File: src/srsw_pkg.sv
`timescale 1ns / 1ps
// Shared types and constants of the selective repeat sender window.
// No dependencies; the top level and the checker import this package.
package srsw_pkg;

   // Default sizes handed to the top level parameters.
   localparam int MAX_FRAMES_DEF = 64;
   localparam int WINDOW_MAX_DEF = 8;

   // Fixed field widths of the interface.
   localparam int CMD_W      = 1;
   localparam int ACK_W      = 7;
   localparam int FRAME_W    = 7;
   localparam int WSIZE_W    = 4;
   localparam int FTOTAL_W   = 7;
   localparam int CSR_DATA_W = 7;
   localparam int CSR_IDX_W  = 1;

   // Largest values that the configuration fields can carry.
   localparam int WSIZE_FIELD_MAX  = (1 << WSIZE_W) - 1;
   localparam int FTOTAL_FIELD_MAX = (1 << FTOTAL_W) - 1;

   // Configuration register indexes and their reset values.
   localparam logic [CSR_IDX_W-1:0] CSR_WINDOW_SIZE = 1'd0;
   localparam logic [CSR_IDX_W-1:0] CSR_FRAME_TOTAL = 1'd1;
   localparam logic [WSIZE_W-1:0]   WINDOW_SIZE_RST = 4'd3;
   localparam logic [FTOTAL_W-1:0]  FRAME_TOTAL_RST = 7'd6;

   // Command codes of an input item.
   localparam logic [CMD_W-1:0] CMD_RESEND = 1'b0;
   localparam logic [CMD_W-1:0] CMD_ACK    = 1'b1;

   // One input item.
   typedef struct packed {
      logic [CMD_W-1:0] command;
      logic [ACK_W-1:0] ack_number;
   } req_type;

   // One result item.
   typedef struct packed {
      logic               frame_valid;
      logic [FRAME_W-1:0] frame_number;
      logic               last;
      logic               all_acked;
   } rsp_type;

endpackage

File: src/srsw_ram.sv
`timescale 1ns / 1ps
// Generic single write port, single read port RAM with a registered read.
// No dependencies.
module srsw_ram #(
   parameter int WIDTH = 1,
   parameter int DEPTH = 64
) (
   input  logic                     clock,
   input  logic                     wr_en,
   input  logic [$clog2(DEPTH)-1:0] wr_addr,
   input  logic [WIDTH-1:0]         wr_data,
   input  logic                     rd_en,
   input  logic [$clog2(DEPTH)-1:0] rd_addr,
   output logic [WIDTH-1:0]         rd_data
);

   logic [WIDTH-1:0] mem_ff [DEPTH];
   logic [WIDTH-1:0] rd_data_ff;

   // Write port.
   always_ff @(posedge clock) begin
      if (wr_en) begin
         mem_ff[wr_addr] <= wr_data;
      end
   end

   // Registered read port; the data holds while no read is issued.
   always_ff @(posedge clock) begin
      if (rd_en) begin
         rd_data_ff <= mem_ff[rd_addr];
      end
   end

   assign rd_data = rd_data_ff;

endmodule

File: src/selective_repeat_sender_window.sv
`timescale 1ns / 1ps
// Selective repeat ARQ sender window: acknowledgement map, base slide and window scan.
// Depends on srsw_pkg and srsw_ram.
//
// Each input item is a resend request or an acknowledgement. The block records the
// acknowledgement, slides the window base past acknowledged frames and then emits every
// unacknowledged frame of the window in ascending order, the final one flagged last, or a
// single completion item once all frames are acknowledged. The acknowledgement map sits in
// a RAM with one read port, and a small sequencer reads it one frame at a time. For each
// item the sequencer reads and tests the map entry of every frame the base slides over,
// then reads and tests each later frame of the window, and each result waits while the
// result side stalls. The block accepts no item while it works on one. After reset a
// clearing pass writes every map entry (MAX_FRAMES of them, at most 127) before the first
// item is accepted; configuration writes are taken throughout.
module selective_repeat_sender_window
   import srsw_pkg::*;
#(
   parameter int MAX_FRAMES = MAX_FRAMES_DEF,
   parameter int WINDOW_MAX = WINDOW_MAX_DEF
) (
   input  logic                  clock,
   input  logic                  reset,
   // Input items
   input  logic                  req_valid,
   output logic                  req_stall,
   input  req_type               req_data,
   // Result items
   output logic                  rsp_valid,
   input  logic                  rsp_stall,
   output rsp_type               rsp_data,
   // Configuration writes
   input  logic                  csr_write_en,
   input  logic [CSR_IDX_W-1:0]  csr_index,
   input  logic [CSR_DATA_W-1:0] csr_write_data
);

   // Frame totals beyond what the field can carry are unreachable.
   localparam int TOTAL_CAP = (MAX_FRAMES < FTOTAL_FIELD_MAX) ? MAX_FRAMES : FTOTAL_FIELD_MAX;
   localparam int WIN_CAP   = (WINDOW_MAX < WSIZE_FIELD_MAX) ? WINDOW_MAX : WSIZE_FIELD_MAX;
   localparam int MAP_DEPTH = TOTAL_CAP;
   localparam int IDX_W     = $clog2(MAP_DEPTH);
   localparam int BASE_W    = $clog2(TOTAL_CAP + 2);
   localparam int WIN_W     = $clog2(WIN_CAP + 1);
   localparam int NUM_W     = (BASE_W > ACK_W) ? BASE_W : ACK_W;
   localparam int SUM_W     = ((BASE_W > WIN_W) ? BASE_W : WIN_W) + 1;

   // Sequencer states, one-hot.
   typedef enum logic [7:0] {
      ST_CLEAR     = 8'b0000_0001,
      ST_IDLE      = 8'b0000_0010,
      ST_SLIDE     = 8'b0000_0100,
      ST_SLIDE_CHK = 8'b0000_1000,
      ST_SCAN_RD   = 8'b0001_0000,
      ST_SCAN_CHK  = 8'b0010_0000,
      ST_FLUSH     = 8'b0100_0000,
      ST_COMPLETE  = 8'b1000_0000
   } state_type;

   state_type             state_ff, state_in;
   logic [WSIZE_W-1:0]    window_size_ff;
   logic [FTOTAL_W-1:0]   frame_total_ff;
   logic [IDX_W-1:0]      clear_cnt_ff, clear_cnt_in;
   logic [BASE_W-1:0]     base_ff, base_in;
   logic [BASE_W-1:0]     scan_ff, scan_in;
   logic [BASE_W-1:0]     pending_ff, pending_in;
   logic [BASE_W-1:0]     end_ff, end_in;
   logic                  rsp_valid_ff, rsp_valid_in;
   rsp_type               rsp_data_ff, rsp_data_in;

   logic                  req_accept;
   logic                  out_free;
   logic [BASE_W-1:0]     total_eff;
   logic [WIN_W-1:0]      win_eff;
   logic [SUM_W-1:0]      end_sum;
   logic [BASE_W-1:0]     end_calc;
   logic [ACK_W-1:0]      ack_m1;
   logic                  ack_in_range;
   logic [BASE_W-1:0]     base_m1;
   logic [BASE_W-1:0]     scan_m1;

   logic                  map_wr_en;
   logic [IDX_W-1:0]      map_wr_addr;
   logic                  map_wr_data;
   logic                  map_rd_en;
   logic [IDX_W-1:0]      map_rd_addr;
   logic                  map_rd_data;

   // Configuration registers.
   always_ff @(posedge clock) begin
      if (reset) begin
         window_size_ff <= WINDOW_SIZE_RST;
         frame_total_ff <= FRAME_TOTAL_RST;
      end else if (csr_write_en) begin
         case (csr_index)
            CSR_WINDOW_SIZE: window_size_ff <= csr_write_data[WSIZE_W-1:0];
            CSR_FRAME_TOTAL: frame_total_ff <= csr_write_data[FTOTAL_W-1:0];
            default: ;
         endcase
      end
   end

   // Effective total and window: zero acts as one, large values saturate.
   always_comb begin
      if (frame_total_ff == '0) begin
         total_eff = BASE_W'(1);
      end else if (NUM_W'(frame_total_ff) > NUM_W'(TOTAL_CAP)) begin
         total_eff = BASE_W'(TOTAL_CAP);
      end else begin
         total_eff = BASE_W'(frame_total_ff);
      end
      if (window_size_ff == '0) begin
         win_eff = WIN_W'(1);
      end else if (window_size_ff > WSIZE_W'(WIN_CAP)) begin
         win_eff = WIN_W'(WIN_CAP);
      end else begin
         win_eff = WIN_W'(window_size_ff);
      end
   end

   // Handshake on both channels.
   assign req_stall  = (state_ff != ST_IDLE);
   assign req_accept = req_valid && !req_stall;
   assign out_free   = !rsp_valid_ff || !rsp_stall;

   // An acknowledgement counts only for a frame within the effective total.
   assign ack_m1       = req_data.ack_number - ACK_W'(1);
   assign ack_in_range = (req_data.command == CMD_ACK) && (req_data.ack_number != '0) &&
                         (NUM_W'(req_data.ack_number) <= NUM_W'(total_eff));

   // Last frame of the window: the base plus the window less one, capped at the total.
   assign end_sum  = SUM_W'(base_ff) + SUM_W'(win_eff) - SUM_W'(1);
   assign end_calc = (end_sum > SUM_W'(total_eff)) ? total_eff : BASE_W'(end_sum);

   assign base_m1 = base_ff - BASE_W'(1);
   assign scan_m1 = scan_ff - BASE_W'(1);

   // Map write port: the clearing pass, else an acknowledgement at accept.
   always_comb begin
      map_wr_en   = 1'b0;
      map_wr_addr = clear_cnt_ff;
      map_wr_data = 1'b0;
      if (state_ff == ST_CLEAR) begin
         map_wr_en = 1'b1;
      end else if (req_accept && ack_in_range) begin
         map_wr_en   = 1'b1;
         map_wr_addr = IDX_W'(ack_m1);
         map_wr_data = 1'b1;
      end
   end

   // Map read port: the base while sliding, the scan pointer while scanning.
   assign map_rd_en   = ((state_ff == ST_SLIDE) && (base_ff <= total_eff)) ||
                        ((state_ff == ST_SCAN_RD) && (scan_ff <= end_ff));
   assign map_rd_addr = (state_ff == ST_SCAN_RD) ? IDX_W'(scan_m1) : IDX_W'(base_m1);

   srsw_ram #(
      .WIDTH (1),
      .DEPTH (MAP_DEPTH)
   ) u_map (
      .clock   (clock),
      .wr_en   (map_wr_en),
      .wr_addr (map_wr_addr),
      .wr_data (map_wr_data),
      .rd_en   (map_rd_en),
      .rd_addr (map_rd_addr),
      .rd_data (map_rd_data)
   );

   // Sequencer: clear, slide the base, scan the window, emit items.
   always_comb begin
      state_in     = state_ff;
      clear_cnt_in = clear_cnt_ff;
      base_in      = base_ff;
      scan_in      = scan_ff;
      pending_in   = pending_ff;
      end_in       = end_ff;
      rsp_valid_in = rsp_valid_ff && rsp_stall;
      rsp_data_in  = rsp_data_ff;
      case (state_ff)
         ST_CLEAR: begin
            clear_cnt_in = clear_cnt_ff + IDX_W'(1);
            if (clear_cnt_ff == IDX_W'(MAP_DEPTH - 1)) begin
               state_in = ST_IDLE;
            end
         end
         ST_IDLE: begin
            if (req_accept) begin
               state_in = ST_SLIDE;
            end
         end
         ST_SLIDE: begin
            if (base_ff > total_eff) begin
               state_in = ST_COMPLETE;
            end else begin
               state_in = ST_SLIDE_CHK;
            end
         end
         ST_SLIDE_CHK: begin
            if (map_rd_data) begin
               base_in  = base_ff + BASE_W'(1);
               state_in = ST_SLIDE;
            end else begin
               // The base is the first frame to send; hold it until the next is known.
               pending_in = base_ff;
               scan_in    = base_ff + BASE_W'(1);
               end_in     = end_calc;
               state_in   = ST_SCAN_RD;
            end
         end
         ST_SCAN_RD: begin
            if (scan_ff > end_ff) begin
               state_in = ST_FLUSH;
            end else begin
               state_in = ST_SCAN_CHK;
            end
         end
         ST_SCAN_CHK: begin
            if (map_rd_data) begin
               scan_in  = scan_ff + BASE_W'(1);
               state_in = ST_SCAN_RD;
            end else if (out_free) begin
               // Another frame follows, so the held one is not the last.
               rsp_valid_in             = 1'b1;
               rsp_data_in.frame_valid  = 1'b1;
               rsp_data_in.frame_number = FRAME_W'(pending_ff);
               rsp_data_in.last         = 1'b0;
               rsp_data_in.all_acked    = 1'b0;
               pending_in               = scan_ff;
               scan_in                  = scan_ff + BASE_W'(1);
               state_in                 = ST_SCAN_RD;
            end
         end
         ST_FLUSH: begin
            if (out_free) begin
               rsp_valid_in             = 1'b1;
               rsp_data_in.frame_valid  = 1'b1;
               rsp_data_in.frame_number = FRAME_W'(pending_ff);
               rsp_data_in.last         = 1'b1;
               rsp_data_in.all_acked    = 1'b0;
               state_in                 = ST_IDLE;
            end
         end
         ST_COMPLETE: begin
            if (out_free) begin
               rsp_valid_in             = 1'b1;
               rsp_data_in.frame_valid  = 1'b0;
               rsp_data_in.frame_number = '0;
               rsp_data_in.last         = 1'b1;
               rsp_data_in.all_acked    = 1'b1;
               state_in                 = ST_IDLE;
            end
         end
         default: begin
            state_in = ST_IDLE;
         end
      endcase
   end

   // Control state.
   always_ff @(posedge clock) begin
      if (reset) begin
         state_ff     <= ST_CLEAR;
         clear_cnt_ff <= '0;
         base_ff      <= BASE_W'(1);
         rsp_valid_ff <= 1'b0;
      end else begin
         state_ff     <= state_in;
         clear_cnt_ff <= clear_cnt_in;
         base_ff      <= base_in;
         rsp_valid_ff <= rsp_valid_in;
      end
   end

   // Working values and the output item.
   always_ff @(posedge clock) begin
      scan_ff     <= scan_in;
      pending_ff  <= pending_in;
      end_ff      <= end_in;
      rsp_data_ff <= rsp_data_in;
   end

   assign rsp_valid = rsp_valid_ff;
   assign rsp_data  = rsp_data_ff;

endmodule

File: config.mk
export PLATFORM = sky130hd
export DESIGN_NAME = selective_repeat_sender_window
export DESIGN_NICKNAME = d
export VERILOG_FILES = /design/src/srsw_pkg.sv /design/src/srsw_ram.sv /design/src/selective_repeat_sender_window.sv
export SDC_FILE = /design/constraint.sdc
export NUM_CORES = 1
export LEC_CHECK = 0
export BUFFER_PORTS_ARGS = -buffer_cell sky130_fd_sc_hd__buf_2
export CORE_MARGIN = 2
export CORE_UTILIZATION = 30
export DETAILED_ROUTE_END_ITERATION = 6
export PLACE_DENSITY_LB_ADDON = 0.3
export SYNTH_ARGS = -nofsm -noshare
export SYNTH_HDL_FRONTEND = slang
export SYNTH_SLANG_ARGS = --single-unit
File: constraint.sdc
create_clock -name clock -period 3.74 [get_ports clock]
set_input_delay 0.187 -clock clock [delete_from_list [all_inputs] [get_ports clock]]
set_output_delay 0.187 -clock clock [all_outputs]
set_load 0.02 [all_outputs]
# ---- Yosys cells after proc, flatten, opt, wreduce, memory -nomap -nowiden
# Memories as Yosys holds them, arrays and structs flattened. A register that Yosys moved wholly into a read port is not among the register bits.
# Index checks and enable logic that the tools add are counted.
dict set report word_totals {
  inputBits 21
  ram_bits 64
  output_inout_bits 12
  regBits 64
  wordCells 115
  n_memories 1
}
# name words width rd rd_ports_with_merged_regs wr line_no
set memory_table {}
lappend memory_table {u_map.mem_ff 64 1 1 1 1 srsw_ram.sv:17} ;# logic [WIDTH-1:0] mem_ff [DEPTH];
dict set report op_classes {
  n_eq_ne 19
  add_sub_neg 8
  bitwise 2
  order_cmp 8
  reduce_logical 26
  n_mux 38
}
# op n
set op_table {}
lappend op_table {{$mux 7} 10}
lappend op_table {{$pmux 8 s7} 1}
lappend op_table {{$mux 8} 6}
lappend op_table {{$mux 10} 4}
lappend op_table {{$pmux 10 s3} 1}
lappend op_table {{$pmux 7 s2} 2}
lappend op_table {{$le 7x7->1} 3}
lappend op_table {{$mux 6} 3}
lappend op_table {{$sub 6x1->6 const B} 3}
lappend op_table {{$add 7x1->7 const B} 2}
lappend op_table {{$gt 7x7->1} 2}
lappend op_table {{$ne 2x2->1 const B} 6}
lappend op_table {{$add 7x4->8} 1}
lappend op_table {{$eq 8x1->1 const B} 1}
lappend op_table {{$eq 8x2->1 const B} 1}
lappend op_table {{$eq 8x3->1 const B} 1}
lappend op_table {{$eq 8x4->1 const B} 1}
lappend op_table {{$eq 8x5->1 const B} 1}
lappend op_table {{$eq 8x6->1 const B} 1}
lappend op_table {{$eq 8x7->1 const B} 1}
lappend op_table {{$eq 8x8->1 const B} 1}
lappend op_table {{$gt 8x7->1} 1}
lappend op_table {{$mux 4} 2}
lappend op_table {{$ne 8x2->1 const B} 1}
lappend op_table {{other kinds (24)} 45}

# ---- Longest topological paths before layout
# Gate-level depths: netlist (run 1).
dict set report logic_depth {
  word_depth 10
  depth_mapped 18
}

# ---- Hierarchy
# A second synthesis (run 1) with hierarchy kept.
dict set report hier_totals {
  hier_cells 654
  area_unflattened_um2 7171.9
}
# module seq_area_each_um2 area_each_um2 n_inst cells_per_inst
set modules_own_cells {}
lappend modules_own_cells {selective_repeat_sender_window 1591.5 4247.8 1 450}
lappend modules_own_cells {srsw_ram 1951.9 2924.1 1 204}

# ---- Least setup slack after synthesis (run 1)
# Ideal clock, no wire load.
dict set report synth_path {
  kind {register to register}
  start {register state_ff[2]}
  end {register u_map.rd_data_ff, in the netlist u_map.rd_data (read register of u_map.mem_ff), data pin}
  setup_slack_ns 0.149
  path_stages_with_launch 15
  arrival_time_ns 3.327
  period_less_slack_ns 3.591
  path_cell_list {dfxtp_1 buf_6 nor4_4 and4b_1 buf_4 mux2i_2 buf_6 buf_2 ha_1 xnor2_1 buf_4 a2111oi_4 o31ai_1 o21a_1 o41a_1}
}
dict set report synth_via {
  elab_chain_cells 3
}
# element line_no
set synth_lines {}
lappend synth_lines {{start: declaration} selective_repeat_sender_window.sv:59} ;# state_type state_ff, state_in;
lappend synth_lines {{start signal: assignment} selective_repeat_sender_window.sv:267} ;# state_ff <= state_in;
lappend synth_lines {{$eq 8x3->1 / $eq 8x5->1 (equally long branches)} {selective_repeat_sender_window.sv:152, selective_repeat_sender_window.sv:153, selective_repeat_sender_window.sv:154}}
lappend synth_lines {{$logic_and 1x1->1, on equally long branches} {selective_repeat_sender_window.sv:152, selective_repeat_sender_window.sv:153}}
lappend synth_lines {{$logic_or 1x1->1} selective_repeat_sender_window.sv:152} ;# assign map_rd_en = ((state_ff == ST_SLIDE) && (base_ff <= total_eff)) ||
lappend synth_lines {{end: declaration} srsw_ram.sv:18} ;# logic [WIDTH-1:0] rd_data_ff;
# Several ways; a longest one is shown, not always the timed one.
# A chain may end at the register's enable or synchronous reset.

# ---- Worst setup path after layout (run 1)
dict set report layout_path {
  start {register window_size_ff[3]}
  end {register end_ff[3], data pin}
}
dict set report layout_via {
  elab_chain_cells 7
}
# element line_no
set layout_lines {}
lappend layout_lines {{start: declaration} selective_repeat_sender_window.sv:60} ;# logic [WSIZE_W-1:0] window_size_ff;
lappend layout_lines {{start signal: assignment} selective_repeat_sender_window.sv:95} ;# CSR_WINDOW_SIZE: window_size_ff <= csr_write_data[WSIZE_W-1:0];
lappend layout_lines {{$gt 4x4->1} selective_repeat_sender_window.sv:113} ;# end else if (window_size_ff > WSIZE_W'(WIN_CAP)) begin
lappend layout_lines {{$mux 4} selective_repeat_sender_window.sv:113}
lappend layout_lines {{$mux 4 *} selective_repeat_sender_window.sv:111} ;# if (window_size_ff == '0) begin
lappend layout_lines {{$add 7x4->8 *} selective_repeat_sender_window.sv:131} ;# assign end_sum = SUM_W'(base_ff) + SUM_W'(win_eff) - SUM_W'(1);
lappend layout_lines {{$sub 8x1->8 *} selective_repeat_sender_window.sv:131}
lappend layout_lines {{$gt 8x7->1} selective_repeat_sender_window.sv:132} ;# assign end_calc = (end_sum > SUM_W'(total_eff)) ? total_eff : BASE_W'(end_sum);
lappend layout_lines {{$mux 7 *} selective_repeat_sender_window.sv:132}
lappend layout_lines {{net end_calc[3]} selective_repeat_sender_window.sv:75} ;# logic [BASE_W-1:0] end_calc;
lappend layout_lines {{end signal: assignment} selective_repeat_sender_window.sv:278} ;# end_ff <= end_in;
lappend layout_lines {{end: declaration} selective_repeat_sender_window.sv:66} ;# logic [BASE_W-1:0] end_ff, end_in;
# The timed path passes the listed nets; every way through them passes the cells marked *.

==> results.json, run 1 <==
{
  "rows": 57,
  "setup_tns_ns": 0,
  "num_antenna_cells": 0,
  "critical_path_class": "reg2reg",
  "clkTransAtPathRegs_ns": 0.06,
  "dpl.hpwl_um": 12400,
  "crit_buf_inv": 4,
  "clkSinkCount": 129,
  "clk_path_buf_depth": 2,
  "antenna_found_initial": 0,
  "syn_avg_cell_area_um2": 10.2,
  "yosys-top-cells-area": "edfxtp_1, dfxtp_1, ha_1",
  "fillers": 2494,
  "routed_via_density": 4.70,
  "syn2layout_area_growth_pct": 17.9,
  "synth_edf_count": 96,
  "critPathMaxStageDelay_ns": 0.50,
  "cts.root.buffer_cell": "clkbuf_16",
  "hold_viol": 0,
  "status": "completed",
  "wl_per_cell_um": 15.0,
  "insertion_delay_ns": 0.43,
  "dieArea_mm2": 0.0259,
  "routed_wirelength_um": 16800,
  "synth_top_area_share": 0.390,
  "cpLargestDelayFamily": "adder cells",
  "final_max_slew_viol_count": 0,
  "drv_cap": 0,
  "min_period_ns": 3.48,
  "fin_area_mm2": 0.00871,
  "detail_route.iter0.violations": 316,
  "route.vias.total": 5254,
  "fin_crit_sh": 0.929,
  "path_cells": "inv_1 -> nand2_1 -> ha_1 -> inv_1 -> ha_1 -> inv_1 -> fa_1 -> inv_1 -> ha_1 -> o21a_1 -> o21a_1 -> o21a_1 -> o21ai_0 -> nand2b_1 -> a21oi_1 -> o21a_2 -> mux2_2",
  "max_clock_freq_ghz": 0.288,
  "critPathCaptureType": "flip-flop",
  "post-route-util": 0.359,
  "yosys.area.top_type": "edfxtp_1",
  "required_ns": 3.91,
  "seq_area_frac_synth": 0.480,
  "synthArstFlopShare": 0,
  "tightest_slew_ns": 0.884,
  "final-setup-viol-count": 0,
  "crit_path_max_fanout": 7,
  "track_usage": 0.139,
  "grt_max_degree": 49,
  "cts_tree": "done",
  "grt_pass1_wl_um": 28100,
  "fin_skew_ns": 0.0107,
  "crit_top_cell": "inv_1",
  "place.gp.congestion": 0.816,
  "min_path_type": "in2reg",
  "ys.flop_type": "edfxtp_1",
  "syn_inst": 721,
  "final_nets": 849,
  "critical-path-slowest-cell": "fa_1",
  "remaining_drc_errors": 0,
  "irDropWorstVdd_mv": 0.227,
  "place_area_mm2": 0.00808,
  "timing.hold.ws_ns": 0.0172,
  "cts_made_buffers": 17,
  "rsz0062_at_grt": "false",
  "ys_types": 58,
  "io_pins": 33,
  "grt-ovfl-total": 0,
  "grt_pass1_vias": 5246,
  "start_util": 0.305,
  "h-tree-depth": 4,
  "post_cts_buffers": 0,
  "die_w_um": 161,
  "drive_above_1_share": 0.151,
  "core_mm2": 0.0242,
  "cp_data_arrival_time_ns": 3.65,
  "synth_seq_cells": 129,
  "critical_path.startpoint_type": "flip-flop",
  "synth_warnings": 0,
  "port_buffers": 32,
  "die_h_um": 161,
  "leakage_uw": 0.00320,
  "syn-num-nets": 788,
  "max-slew-margin-rel": 0.410,
  "antenna_left": 0,
  "firstDrtPassIters": 4,
  "synthesis.area_mm2": 0.00739,
  "pwr_density_cell_mw_per_mm2": 422
}
power by group:
group / internal, µW / switching, µW
registers: 1560 / 25.1
logic: 185 / 257
clock network: 988 / 663
total: 2730 / 945
synth_stat cells, drive strengths merged (2+ instances only):
cell type	instances
a2111oi	2
a211o	2
a211oi	3
a21o	4
a21oi	24
a311oi	4
a31oi	2
and2	9
and3	7
buf	9
clkbuf	15
dfxtp	33
edfxtp	96
ha	45
inv	41
mux2	19
mux2i	38
mux4	2
nand2	68
nand2b	20
nand3	32
nand4	7
nand4b	4
nor2	99
nor2b	15
nor3	14
nor4	2
nor4b	2
o211ai	2
o21a	17
o21ai	23
o21bai	3
o22ai	3
o31ai	2
or2	3
or3	3
or4	2
xnor2	27
xor2	10
cells in the final DEF, fill, tap and decap left out, types with 17 or more instances in the layout:
| cell | instances |
|---|---|
| nor2_1 | 99 |
| edfxtp_1 | 96 |
| nand2_1 | 68 |
| ha_1 | 45 |
| inv_1 | 41 |
| mux2i_1 | 36 |
| dfxtp_1 | 33 |
| nand3_1 | 32 |
| buf_2 | 32 |
| buf_4 | 29 |
| xnor2_1 | 27 |
| a21oi_1 | 24 |
| o21ai_0 | 22 |
| nand2b_1 | 20 |
| clkbuf_16 | 17 |
cells by family after synthesis:
family,after synthesis,synth area share
buffers and inverters,65,0.0371
DFF,129,0.480
xor gates and xnor gates,37,0.0439
and+or+nand+nor,288,0.186
adders and majority gates,46,0.0789
muxes,59,0.0876
AOI/OAI and AO/OA,97,0.0869
metrics by stage:
step	cells	total power, µW	worst slack (ns)
after floorplan	721	1920	0.149
after global placement	1083	2040	0.197
after detailed placement	1083	2050	0.187
after CTS	1119	3700	0.166
after global routing	1119	3820	0.0446
final	1119	3680	0.264
final cells by class:
cell class	count	area, µm²	area share
multi-input cells	527	3580	0.412
flip-flops and latches	129	3540	0.407
clock inverters	15	159	0.0182
well taps	324	405	0.0465
repair buffers	66	438	0.0503
clock buffers	17	425	0.0488
inverters	41	154	0.0177
flip-flops by register name, summed over array words and instances (netlist names):
name            count
state_ff            8
rsp_data           10
rsp_valid           1
window_size_ff      4
end_ff              7
clear_cnt_ff        6
u_map.rd_data       1
u_map.mem_ff       64
scan_ff             7
frame_total_ff      7
pending_ff          7
base_ff             7
per-layer routing:
layer	GRT usage	share of wire	wire, µm
met1	0.197	0.50	8490
met3	0.0258	0.041	686
met5	0	0	0
met2	0.214	0.44	7420
met4	0.0434	0.014	240
worst register-to-register path, cell delays in order (launching register included):
cell      delay, ns
dfxtp_1        0.31
inv_1          0.09
nand2_1        0.07
ha_1           0.27
inv_1          0.06
ha_1           0.16
inv_1          0.06
fa_1           0.50
inv_1          0.05
ha_1           0.29
o21a_1         0.11
o21a_1         0.16
o21a_1         0.16
o21ai_0        0.14
nand2b_1       0.07
a21oi_1        0.14
o21a_2         0.24
mux2_2         0.36
final timing paths:
| kind | startpoint | end | slack (ns) | cells past startpoint |
|---|---|---|---|---|
| setup reg to reg | window_size_ff[3]$_SDFFE_PP0P_ | end_ff[3]$_DFFE_PP_ | 0.26 | 17 |
| setup / recovery | window_size_ff[3]$_SDFFE_PP0P_ | end_ff[3]$_DFFE_PP_ | 0.26 | 17 |
| hold reg to reg | frame_total_ff[0]$_SDFFE_PP0P_ | frame_total_ff[0]$_SDFFE_PP0P_ | 0.46 | 2 |
| hold / removal | csr_write_data[4] | frame_total_ff[4]$_SDFFE_PP0P_ | 0.02 | 3 |
timing repair:
item                                    in CTS  in global routing
gates resized for setup                      0                  1
endpoints found under the setup margin       0                  5
hold buffers                                 4                  0
hold endpoints to repair                     4                  0
No activity file was read; power rests on OpenSTA's default activity.
==> inputs of run 2 (changes only) <==
==> constraint.sdc (replaced) <==
create_clock -name clock -period 3.8 [get_ports clock]
set_input_delay 0.19 -clock clock [delete_from_list [all_inputs] [get_ports clock]]
set_output_delay 0.19 -clock clock [all_outputs]
set_load 0.02 [all_outputs]
==> run 2 against run 1 <==
Against the previous run:
- final cell count is 0.27% lower
- utilization is 0.19 points lower
- sequential share of layout area is 0.21 points higher
- global-route usage hardly changed
- first-iteration DRC count is 28% higher
- via count hardly changed
- die area stayed put
- clock power is 3% lower
- combinational power hardly changed
- register-to-register slack hardly changed
- non-clock buffer count is 3 lower
- maximum frequency is 1.7% lower
- highest routed layer unchanged
==> results.json, run 2 (synthesis results as in run 1) <==
{
  "status": "completed",
  "wl_per_cell_um": 15.2,
  "min_period_ns": 3.54,
  "final_nets": 846,
  "min-delay-start": "csr_write_data[5]",
  "netSwitchingFraction": 0.267,
  "dieArea_mm2": 0.0259,
  "antenna_found_initial": 0,
  "grt_pass1_wl_um": 28100,
  "p_clk_frac": 0.445,
  "crit_top_cell": "inv_1",
  "post-route-util": 0.357,
  "hold_viol": 0,
  "die_w_um": 161,
  "final_common_cell": "nor2_1",
  "place_area_mm2": 0.00806,
  "clkSinkCount": 129,
  "max-slew-margin-rel": 0.329,
  "firstDrtPassIters": 4,
  "crit_path_max_fanout": 7,
  "clk_path_buf_depth": 2,
  "place.gp.congestion": 0.811,
  "seqPwrFrac": 0.433,
  "remaining_drc_errors": 0,
  "io_pins": 33,
  "critical_path_class": "reg2reg",
  "hold_depth": 3,
  "route.vias.total": 5253,
  "fin_crit_sh": 0.931,
  "clkTransAtPathRegs_ns": 0.06,
  "port_buffers": 32,
  "final_cell_mix": "nor2_1, edfxtp_1, nand2_1",
  "r2r-start": "base_ff[0]$_SDFFE_PP1P_",
  "track_usage": 0.138,
  "leakage_uw": 0.00316,
  "p_switching_uw": 958,
  "insertion_delay_ns": 0.43,
  "cts_tree": "done",
  "required_ns": 3.98,
  "pwr-share-comb": 0.122,
  "dpl.hpwl_um": 12400,
  "h-tree-depth": 4,
  "detail_route.iter0.violations": 405,
  "final-setup-viol-count": 0,
  "critical_path.startpoint_type": "flip-flop",
  "reg2regPathDepth": 16,
  "largest_reg_flops": 64,
  "max_clock_freq_ghz": 0.283,
  "rr_endpoint": "end_ff[4]$_DFFE_PP_",
  "critPathCaptureType": "flip-flop",
  "pwr_density_cell_mw_per_mm2": 415,
  "path_cells": "inv_1 -> ha_1 -> inv_1 -> ha_1 -> inv_1 -> fa_1 -> inv_1 -> ha_1 -> o21a_1 -> o21a_1 -> o21a_1 -> o21ai_0 -> nand2b_1 -> a21oi_1 -> o21a_2 -> mux2_2",
  "rows": 57,
  "final_max_slew_viol_count": 0,
  "critical-path-slowest-cell": "fa_1",
  "power_uw": 3590,
  "fin_area_mm2": 0.00866,
  "cts_made_buffers": 17,
  "irDropWorstVdd_mv": 0.257,
  "post_cts_buffers": 0,
  "critPathMaxStageDelay_ns": 0.49,
  "syn2layout_area_growth_pct": 17.3,
  "drv_cap": 0,
  "start_util": 0.305,
  "grt_pass1_vias": 5278,
  "cts.root.buffer_cell": "clkbuf_16",
  "core_mm2": 0.0242,
  "whs_endpoint": "frame_total_ff[5]$_SDFFE_PP0P_",
  "min_path_type": "in2reg",
  "top_register": "u_map.mem_ff",
  "fin_skew_ns": 0.00768,
  "routed_via_density": 4.71,
  "rsz0062_at_grt": "false",
  "grt_max_degree": 37,
  "die_h_um": 161,
  "antenna_left": 0,
  "num_antenna_cells": 0,
  "r2r_slack_ns": 0.26,
  "drive_above_1_share": 0.149,
  "tightest_slew_ns": 0.998,
  "grt-ovfl-total": 0,
  "routed_wirelength_um": 17000,
  "setup_tns_ns": 0,
  "p_int_uw": 2640,
  "cp_data_arrival_time_ns": 3.71
}
==> run 2: worst max-delay path by stage <==
stage	endpoint	cells past startpoint	start	slack, ns
final	end_ff[4]$_DFFE_PP_	16	base_ff[0]$_SDFFE_PP1P_	0.26
after global routing	end_ff[6]$_DFFE_PP_	16	base_ff[0]$_SDFFE_PP1P_	0.02
after CTS	end_ff[6]$_DFFE_PP_	16	base_ff[0]$_SDFFE_PP1P_	0.14
after detailed placement	end_ff[6]$_DFFE_PP_	16	base_ff[0]$_SDFFE_PP1P_	0.16
after global placement	end_ff[0]$_DFFE_PP_	16	base_ff[0]$_SDFFE_PP1P_	0.22
after floorplan	u_map.rd_data$_DFFE_PP_	14	state_ff[2]$_SDFFE_PP0P_	0.21
==> run 2: layout make-up <==
type | instances | area [µm²]
timing repair buffer | 63 | 400
tap | 324 | 405
clock buffer | 17 | 425
sequential | 129 | 3540
fill | 2504 | 15600
multi-input combinational | 527 | 3580
inverter | 41 | 154
clock inverter | 15 | 151
==> run 2: power groups by stage <==
stage	combinational, µW	clock (µW)	sequential [µW]
floorplan	306	0	1580
global placement	429	0	1590
detailed placement	433	0	1590
CTS	439	1630	1560
global route	492	1690	1560
finish	439	1600	1560
==> run 2: timing repair <==
action / in CTS / in global routing
endpoints found under the setup margin: 0 / 5
endpoints found under the hold margin: 3 / 0
resized for setup: 0 / 1
hold buffers: 3 / 0
==> run 2: worst max-delay path, delay by kind of cell, from the launching register on <==
family / cells / cell delay [ns]
AO/OA/AOI/OAI: 6 / 0.97
multiplexers: 1 / 0.37
AND/OR/NAND/NOR: 1 / 0.07
adder cells (fa/ha/maj): 4 / 1.13
buffers and inverters: 4 / 0.29
flip-flops: 1 / 0.45
==> run 2: metrics by stage <==
step / setup slack, ns / cells / hold WS [ns]
global placement: 0.217 / 1081 / 0.429
finish: 0.264 / 1116 / 0.0155
floorplan: 0.209 / 721 / 0.262
detailed placement: 0.162 / 1081 / 0.449
global route: 0.0207 / 1116 / 0.0170
CTS: 0.141 / 1116 / 0.00347
==> run 2: layer usage <==
metal,up-vias,global-route usage,part of all wire
li1,2671,-,-
met1,2452,0.197,0.52
met2,115,0.209,0.43
met3,15,0.0287,0.039
met4,0,0.0450,0.012
met5,-,0,0
